## config.mk

```make
export PLATFORM = sky130hd
export DESIGN_NAME = length_prefixed_frame_parser
export DESIGN_NICKNAME = d
export VERILOG_FILES = /design/src/hdl/lpfp_pkg.sv /design/src/hdl/length_prefixed_frame_parser.sv /design/src/hdl/lpfp_core.sv /design/src/hdl/lpfp_outq.sv
export SDC_FILE = /design/constraint.sdc
export NUM_CORES = 1
export LEC_CHECK = 0
export BUFFER_PORTS_ARGS = -buffer_cell sky130_fd_sc_hd__buf_2
export CORE_MARGIN = 4
export CORE_UTILIZATION = 60
export DETAILED_ROUTE_END_ITERATION = 8
export PLACE_DENSITY = 0.75
export SYNTH_ARGS = -nofsm -noshare
export SYNTH_HDL_FRONTEND = slang
export SYNTH_SLANG_ARGS = --single-unit
```

## constraint.sdc

```tcl
create_clock -name clk -period 5 [get_ports clk]
set_input_delay 0.5 -clock clk [delete_from_list [all_inputs] [get_ports clk]]
set_output_delay 0.5 -clock clk [all_outputs]
set_load 0.01 [all_outputs]
```

## src/hdl/lpfp_pkg.sv

```systemverilog
// ----------------------------------------------------------------------------
// lpfp_pkg
// types and constants of the length-prefixed frame parser
// ----------------------------------------------------------------------------
`timescale 1ns / 1ps

package lpfp_pkg;

  localparam logic [7:0]  MARKER    = 8'd135;
  localparam logic [7:0]  COLON     = 8'h3a;
  localparam logic [31:0] MIN_FRAME = 32'd18;
  localparam logic [31:0] MAX_FRAME = 32'd4096;

  localparam int OFF_W = 13;

  // header offsets
  localparam logic [OFF_W-1:0] OFF_LEN_FIRST  = OFF_W'(2);
  localparam logic [OFF_W-1:0] OFF_LEN_LAST   = OFF_W'(5);
  localparam logic [OFF_W-1:0] OFF_TYPE_FIRST = OFF_W'(7);
  localparam logic [OFF_W-1:0] OFF_TYPE_LAST  = OFF_W'(10);
  localparam logic [OFF_W-1:0] OFF_SIZE_FIRST = OFF_W'(12);
  localparam logic [OFF_W-1:0] OFF_SIZE_LAST  = OFF_W'(15);
  localparam logic [OFF_W-1:0] OFF_HEAD_END   = OFF_W'(16);
  localparam logic [OFF_W-1:0] OFF_BODY       = OFF_W'(17);

  // result queue
  localparam int QDEPTH = 4;
  localparam int QPTR_W = $clog2(QDEPTH);
  localparam int QCNT_W = $clog2(QDEPTH + 1);

  typedef enum logic [2:0] {
    PH_HUNT    = 3'd0,
    PH_HEAD    = 3'd1,
    PH_SRC     = 3'd2,
    PH_DATA    = 3'd3,
    PH_SKIP    = 3'd4,
    PH_BADHEAD = 3'd5
  } phase_t;

  typedef enum logic [2:0] {
    KIND_HEADER = 3'd0,
    KIND_SRC    = 3'd1,
    KIND_DATA   = 3'd2,
    KIND_DROP   = 3'd3,
    KIND_DONE   = 3'd4
  } kind_t;

  typedef struct packed {
    kind_t       kind;
    logic [31:0] msg_type;
    logic [31:0] data_size;
    logic [7:0]  byte_value;
    logic        last;
  } res_t;

  // up to two results made by one byte
  typedef struct packed {
    logic [1:0] cnt;
    res_t       r0;
    res_t       r1;
  } res_pair_t;

  function automatic res_t make_res(kind_t k, logic [31:0] t, logic [31:0] s,
                                    logic [7:0] b);
    res_t r;
    r.kind       = k;
    r.msg_type   = t;
    r.data_size  = s;
    r.byte_value = b;
    r.last       = 1'b0;
    return r;
  endfunction

endpackage

```

## src/hdl/length_prefixed_frame_parser.sv

```systemverilog
// results: an accepted byte's results enter a four-entry result queue as the byte
// is taken and leave in order; a second result follows on the next output beat
// throughput: one byte per cycle while the queue has room, set by the single-pass
// parser state update; output sustains one result per cycle while out_tready is high
// reset: synchronous active-low rst_n returns the parser to marker hunting
// and empties the result queue
// ----------------------------------------------------------------------------
// length_prefixed_frame_parser
// byte-stream parser for marker-started, length-prefixed frames
// ----------------------------------------------------------------------------
`timescale 1ns / 1ps

module length_prefixed_frame_parser (
  input  logic        clk,
  input  logic        rst_n,
  input  logic        in_tvalid,
  output logic        in_tready,
  input  logic [7:0]  in_tdata,   // [7:0] in_byte
  output logic        out_tvalid,
  input  logic        out_tready,
  output logic [71:0] out_tdata,  // [31:0] msg_type, [63:32] data_size, [71:64] byte_value
  output logic [2:0]  out_tuser,  // [2:0] out_kind
  output logic        out_tlast
);
  import lpfp_pkg::*;

  logic      in_fire;
  logic      out_fire;
  logic      q_room;
  logic      q_valid;
  res_pair_t res;
  res_t      head;

  assign in_tready = q_room;
  assign in_fire   = in_tvalid && q_room;
  assign out_fire  = q_valid && out_tready;

  lpfp_core u_core (
    .clk     (clk),
    .rst_n   (rst_n),
    .in_fire (in_fire),
    .in_byte (in_tdata),
    .res     (res)
  );

  lpfp_outq u_outq (
    .clk       (clk),
    .rst_n     (rst_n),
    .push      (in_fire),
    .push_data (res),
    .pop       (out_fire),
    .head      (head),
    .not_empty (q_valid),
    .has_room  (q_room)
  );

  assign out_tvalid = q_valid;
  assign out_tdata  = {head.byte_value, head.data_size, head.msg_type};
  assign out_tuser  = head.kind;
  assign out_tlast  = head.last;

endmodule

```

## src/hdl/lpfp_core.sv

```systemverilog
// ----------------------------------------------------------------------------
// lpfp_core
// per-byte frame state machine, produces up to two results per beat
// ----------------------------------------------------------------------------
`timescale 1ns / 1ps

module lpfp_core (
  input  logic                clk,
  input  logic                rst_n,
  input  logic                in_fire,
  input  logic [7:0]          in_byte,
  output lpfp_pkg::res_pair_t res
);
  import lpfp_pkg::*;

  phase_t           phase_r,   phase_nxt;
  logic [OFF_W-1:0] offset_r,  offset_nxt;
  logic [31:0]      length_r,  length_nxt;
  logic [31:0]      type_r,    type_nxt;
  logic [31:0]      size_r,    size_nxt;
  logic [31:0]      left_r,    left_nxt;

  logic [31:0]      length_upd;
  logic [31:0]      size_upd;
  logic [31:0]      left_dec;
  logic [OFF_W-1:0] offset_inc;
  logic             bad_len;
  phase_t           ph_v;
  res_pair_t        res_v;

  always_ff @(posedge clk) begin
    if (!rst_n) begin
      phase_r  <= PH_HUNT;
      offset_r <= '0;
      length_r <= '0;
      type_r   <= '0;
      size_r   <= '0;
      left_r   <= '0;
    end else if (in_fire) begin
      phase_r  <= phase_nxt;
      offset_r <= offset_nxt;
      length_r <= length_nxt;
      type_r   <= type_nxt;
      size_r   <= size_nxt;
      left_r   <= left_nxt;
    end
  end

  assign length_upd = {length_r[23:0], in_byte};
  assign size_upd   = {size_r[23:0], in_byte};
  assign left_dec   = left_r - 32'd1;
  assign offset_inc = offset_r + OFF_W'(1);
  assign bad_len    = (length_upd > MAX_FRAME) || (length_upd < MIN_FRAME);

  always_comb begin
    phase_nxt  = phase_r;
    offset_nxt = offset_r;
    length_nxt = length_r;
    type_nxt   = type_r;
    size_nxt   = size_r;
    left_nxt   = left_r;
    ph_v       = phase_r;
    res_v      = '0;

    unique case (phase_r)
      PH_HUNT: begin
        if (in_byte == MARKER) begin
          phase_nxt  = PH_HEAD;
          offset_nxt = OFF_W'(1);
          length_nxt = '0;
          type_nxt   = '0;
          size_nxt   = '0;
          left_nxt   = '0;
        end
      end
      PH_HEAD, PH_BADHEAD: begin
        if (offset_r >= OFF_LEN_FIRST && offset_r <= OFF_LEN_LAST)
          length_nxt = length_upd;
        else if (offset_r >= OFF_TYPE_FIRST && offset_r <= OFF_TYPE_LAST)
          type_nxt = {type_r[23:0], in_byte};
        else if (offset_r >= OFF_SIZE_FIRST && offset_r <= OFF_SIZE_LAST)
          size_nxt = size_upd;

        if (offset_r == OFF_LEN_LAST && bad_len)
          ph_v = PH_BADHEAD;
        phase_nxt = ph_v;

        // size field completes on this byte, so take it straight from the beat
        if (offset_r == OFF_SIZE_LAST && ph_v == PH_HEAD) begin
          res_v.r0  = make_res(KIND_HEADER, type_r, size_upd, 8'd0);
          res_v.cnt = 2'd1;
        end

        if (offset_r == OFF_HEAD_END) begin
          if (ph_v == PH_BADHEAD) begin
            res_v.r0   = make_res(KIND_DROP, 32'd0, 32'd0, 8'd0);
            res_v.cnt  = 2'd1;
            phase_nxt  = PH_HUNT;
            offset_nxt = '0;
          end else begin
            phase_nxt  = PH_SRC;
            offset_nxt = OFF_BODY;
          end
        end else begin
          offset_nxt = offset_inc;
        end
      end
      PH_SRC, PH_DATA, PH_SKIP: begin
        if (phase_r == PH_SRC) begin
          if (in_byte == COLON) begin
            left_nxt = size_r;
            if (size_r == 32'd0) begin
              res_v.r0  = make_res(KIND_DONE, 32'd0, 32'd0, 8'd0);
              res_v.cnt = 2'd1;
              ph_v      = PH_SKIP;
            end else begin
              ph_v = PH_DATA;
            end
          end else begin
            res_v.r0  = make_res(KIND_SRC, 32'd0, 32'd0, in_byte);
            res_v.cnt = 2'd1;
          end
        end else if (phase_r == PH_DATA) begin
          res_v.r0  = make_res(KIND_DATA, 32'd0, 32'd0, in_byte);
          res_v.cnt = 2'd1;
          left_nxt  = left_dec;
          if (left_dec == 32'd0) begin
            res_v.r1  = make_res(KIND_DONE, 32'd0, 32'd0, 8'd0);
            res_v.cnt = 2'd2;
            ph_v      = PH_SKIP;
          end
        end
        phase_nxt  = ph_v;
        offset_nxt = offset_inc;

        // frame length reached: anything still owed becomes a drop
        if (32'(offset_inc) >= length_r) begin
          if (ph_v == PH_SRC || ph_v == PH_DATA) begin
            if (res_v.cnt == 2'd0) begin
              res_v.r0  = make_res(KIND_DROP, 32'd0, 32'd0, 8'd0);
              res_v.cnt = 2'd1;
            end else begin
              res_v.r1  = make_res(KIND_DROP, 32'd0, 32'd0, 8'd0);
              res_v.cnt = 2'd2;
            end
          end
          phase_nxt  = PH_HUNT;
          offset_nxt = '0;
        end
      end
      default: begin
        phase_nxt  = PH_HUNT;
        offset_nxt = '0;
      end
    endcase

    if (res_v.cnt == 2'd1)
      res_v.r0.last = 1'b1;
    else if (res_v.cnt == 2'd2)
      res_v.r1.last = 1'b1;
  end

  assign res = res_v;

endmodule

```

## src/hdl/lpfp_outq.sv

```systemverilog
// ----------------------------------------------------------------------------
// lpfp_outq
// small result queue taking up to two results per cycle, one out per beat
// ----------------------------------------------------------------------------
`timescale 1ns / 1ps

module lpfp_outq (
  input  logic                clk,
  input  logic                rst_n,
  input  logic                push,
  input  lpfp_pkg::res_pair_t push_data,
  input  logic                pop,
  output lpfp_pkg::res_t      head,
  output logic                not_empty,
  output logic                has_room
);
  import lpfp_pkg::*;

  res_t              q_r [QDEPTH];
  logic [QPTR_W-1:0] wr_ptr_r, wr_ptr_nxt;
  logic [QPTR_W-1:0] rd_ptr_r, rd_ptr_nxt;
  logic [QCNT_W-1:0] count_r,  count_nxt;
  logic [1:0]        n_push;

  assign n_push     = push ? push_data.cnt : 2'd0;
  assign wr_ptr_nxt = wr_ptr_r + QPTR_W'(n_push);
  assign rd_ptr_nxt = rd_ptr_r + QPTR_W'(pop);
  assign count_nxt  = count_r + QCNT_W'(n_push) - QCNT_W'(pop);

  always_ff @(posedge clk) begin
    if (!rst_n) begin
      wr_ptr_r <= '0;
      rd_ptr_r <= '0;
      count_r  <= '0;
    end else begin
      wr_ptr_r <= wr_ptr_nxt;
      rd_ptr_r <= rd_ptr_nxt;
      count_r  <= count_nxt;
    end
  end

  always_ff @(posedge clk) begin
    if (n_push != 2'd0)
      q_r[wr_ptr_r] <= push_data.r0;
    if (n_push == 2'd2)
      q_r[wr_ptr_r + QPTR_W'(1)] <= push_data.r1;
  end

  assign head      = q_r[rd_ptr_r];
  assign not_empty = (count_r != '0);
  // a byte may bring two results, so keep two slots spare
  assign has_room  = (count_r <= QCNT_W'(QDEPTH - 2));

endmodule

```

==> results.md <==
* Slowest cell on crit path: dfxtp_1
* Area added between synthesis and finish at 10.99%
* Hold WS at roughly 0.3 ns
* Worst skew pair latency at 0.60 ns
* CTS hold repair buffers at 0
* Initial antenna violation count at 0
* Pwr Density at 333.7 nW/um^2
* Max Root-Sink Buffers at 3
* R2r worst-path depth at 20
* Max IR drop VDD at 0.2780 mV
* CP required at 5.49 ns
* Worst path max stage delay at about 0.49 ns
* Outcome: finished clean
* Remaining antenna violation count after routing at 0
* Startpoint types: flip-flop
* Setup TNS at 0 ns
* Fraction of layout cells with a size suffix above 1 at 14.56%
* Post-CTS Setup Repair Bufs at 0
* Commonest non-fill, non-tap cell in the layout: dfxtp_1
* # IOs at 90
* RR Startpoint: u_core.offset_r[0]$_SDFFE_PN0P_
* Ys Warns at 0
* Synth Register Bits at 455
* Wire per inst at 21.89 um
* Via/cell ratio at 6.443
* Max-cap violation count at 0
* Period Utilization, post-route at 94.02%
* Largest net degree at the start of global routing at slightly below 80
* CTS sink count at 455
* RR Endpoint: u_outq.count_r[2]$_SDFF_PN0_
* # rows at 67
* Die footprint at 37730 sq um
* Critical Path Start: u_core.offset_r[0]$_SDFFE_PN0P_
* Leak at 8.884 nW
* Total Power at 7.706 mW
* Port bufs at 89
* Antenna cells at 0
* GRT overflow at 0
* Post-DP HPWL at 35.66 mm
* Unrepaired setup endpoints after global routing: false
* Post-synth EDFFs at 16
* Final GP Congestion at approximately 0.95
* Worst Path Max Fanout at 9
* Final min period at 4.701 ns
* Vias in the first global route at 16910
* Initial DRT Pass Iterations at 5
* Asr flop ratio synth at 0%
* Root Driver: clkbuf_16
* Worst min path class: input pin to flip-flop
* Most frequent cells in the layout: dfxtp_1, nand2_1, mux2i_1
* Worst-path clk slew at 0.06 ns
* Number of hold violations in the final report at 0
* CP Class: flip-flop to flip-flop
* Critical path endpoint category: flip-flop
* Yosys cell types at between 70 and 80
* Final Skew at 0.03176 ns
* R2r setup slk at approximately 0.3 ns
* Core area at 33870 sq um
* Count of pins over their slew limit at 0
* Nets at 2164
* WL final at 57.15 mm
* Register area share after synthesis at between 40% and 50%
* First-pass GRT wire length at about 92 mm
* Most used DFF post-synth: dfxtp_1
* Cell Chain, Critical Path: ha_2, nand3_1, nor2_1, and3_1, xor2_1, ha_1, and4_1, a211oi_1, o21ai_0, a31o_2, a21oi_1, o21ai_0, and2_1, nor2_1, ha_1, inv_1, fa_1, xor2_1, xnor2_1, and2_1
* TritonCTS clock tree: yes
* Initial drt markers at between 1500 and 2000
* Fill cell count at approximately 2600
* Die height at 194.2 um
* CP arrival at 5.19 ns
* CTS Buf Count at 47
* Slew margin rel. at 26.17%
* Syn avg cell area at 9.779 sq um
* Max Clk Rate at ~0.21 GHz
* Starting Density at approximately three fifths
* Measured slew at the worst slew-check pin at 1.105 ns
* Htree depth at 2
* Post-Synthesis Cells at 2128
* Layout Cells excl Fill at 2611
* GRT Resource Usage Total at 29.65%
* Syn Std Cell Area at 20810 sq um
* Setup violators final at 0
* Syn_nets at ~2200
* Die W at 194.2 um
* Vias at 16820
* Placed instance count at 2527
* Remaining DRCs at 0
* Crit path to: u_outq.count_r[2]$_SDFF_PN0_
==> metrics by stage <==
| step | cell area (sq um) | util [%] | setup slack (ns) |
|---|---|---|---|
| 4_1_cts | 23080 | 68.14 | 0.1949 |
| 3_5_place_dp | 21530 | 63.57 | 0.2137 |
| 2_1_floorplan | 20810 | - | 0.6183 |
| 6_report | 23090 | 68.19 | 0.2991 |
| 5_1_grt | 23090 | 68.19 | 0.01109 |
| 3_3_place_gp | 21530 | 63.57 | 0.3703 |
==> worst min path at each step <==
stage,depth (start not counted),slack [ns],endpoint,from
CTS,3,0.28,u_core.size_r[5]$_SDFFE_PN0P_,in_tdata[5]
floorplan,1,0.43,u_outq.q_r[1][32]$_SDFFE_PP0P_,u_outq.q_r[1][32]$_SDFFE_PP0P_
detailed placement,1,0.44,u_outq.q_r[3][38]$_SDFFE_PP0P_,u_outq.q_r[3][38]$_SDFFE_PP0P_
global placement,1,0.44,u_outq.q_r[3][18]$_SDFFE_PP0P_,u_outq.q_r[3][18]$_SDFFE_PP0P_
global route,3,0.29,u_core.size_r[3]$_SDFFE_PN0P_,in_tdata[3]
finish,3,0.29,u_core.size_r[5]$_SDFFE_PN0P_,in_tdata[5]
==> worst max-delay path: cells and delay by family, from the launching register on <==
kind,cells,cell delay [ns]
AO/OA/AOI/OAI,5,0.99
AND/OR/NAND/NOR,7,1.49
XOR/XNOR,3,0.46
flip-flops,1,0.49
adder cells (fa/ha/maj),4,1.13
buffers and inverters,1,0.05
==> repair_timing <==
item | in CTS | in global routing
setup endpoints to repair | 0 | 23
endpoints found under the hold margin | 0 | 0
resized for setup | 0 | 5
==> cells by family after synthesis <==
group	synth area share (%)
compound gates	15.92
xor+xnor	0.9681
fa+ha+maj	1.527
buf+inv	4.522
flops	44.54
mux	15.40
simple gates	17.11
==> cell usage after synthesis, types with 23 or more instances <==
library cell,instances,area (sq um)
a22oi_1,49,367.9
and2_1,29,181.4
o2bb2ai_1,144,1261
nand3_1,83,415.4
dfxtp_1,439,8788
mux4_2,76,1712
a21boi_0,77,578.1
nor2_1,59,221.5
o21ai_0,59,295.3
ha_1,23,287.8
clkbuf_1,138,518.0
nor2b_1,55,344.1
a21oi_1,50,250.2
inv_1,26,97.59
mux2i_1,147,1471
nor4_1,41,256.5
nand2_1,353,1325
nor3_1,39,195.2
==> power by group <==
group          switching, mW  leakage (nW)  internal, mW
sequential             0.124          3.65          3.66
clock                   1.48         0.745          2.02
combinational          0.203          4.49         0.222
==> layout make-up <==
| cell class | instances | area, sq um | share of cell area [%] |
|---|---|---|---|
| clock buffers | 71 | 1378 | 5.965 |
| clock inverters | 13 | 170.2 | 0.7368 |
| inverters | 26 | 97.59 | 0.4226 |
| multi-input cells | 1462 | 10710 | 46.38 |
| flip-flops and latches | 455 | 9278 | 40.17 |
| well taps | 448 | 560.5 | 2.427 |
| repair buffers | 136 | 900.9 | 3.901 |
==> flip-flops by register name, indices dropped and copies added, names as in the netlist <==
signal and cells:
u_core.left_r 32, u_core.length_r 32, u_core.offset_r 13, u_core.phase_r 3
u_core.size_r 32, u_core.type_r 32, u_outq.count_r 3, u_outq.q_r 304
u_outq.rd_ptr_r 2, u_outq.wr_ptr_r 2
==> per-layer routing <==
layer	wire, um	track usage [%]
met1	24660	40.67
met2	27260	48.93
met3	3928	4.883
met4	1305	8.464
met5	0	0
No activity file was read; power rests on OpenSTA's default activity.
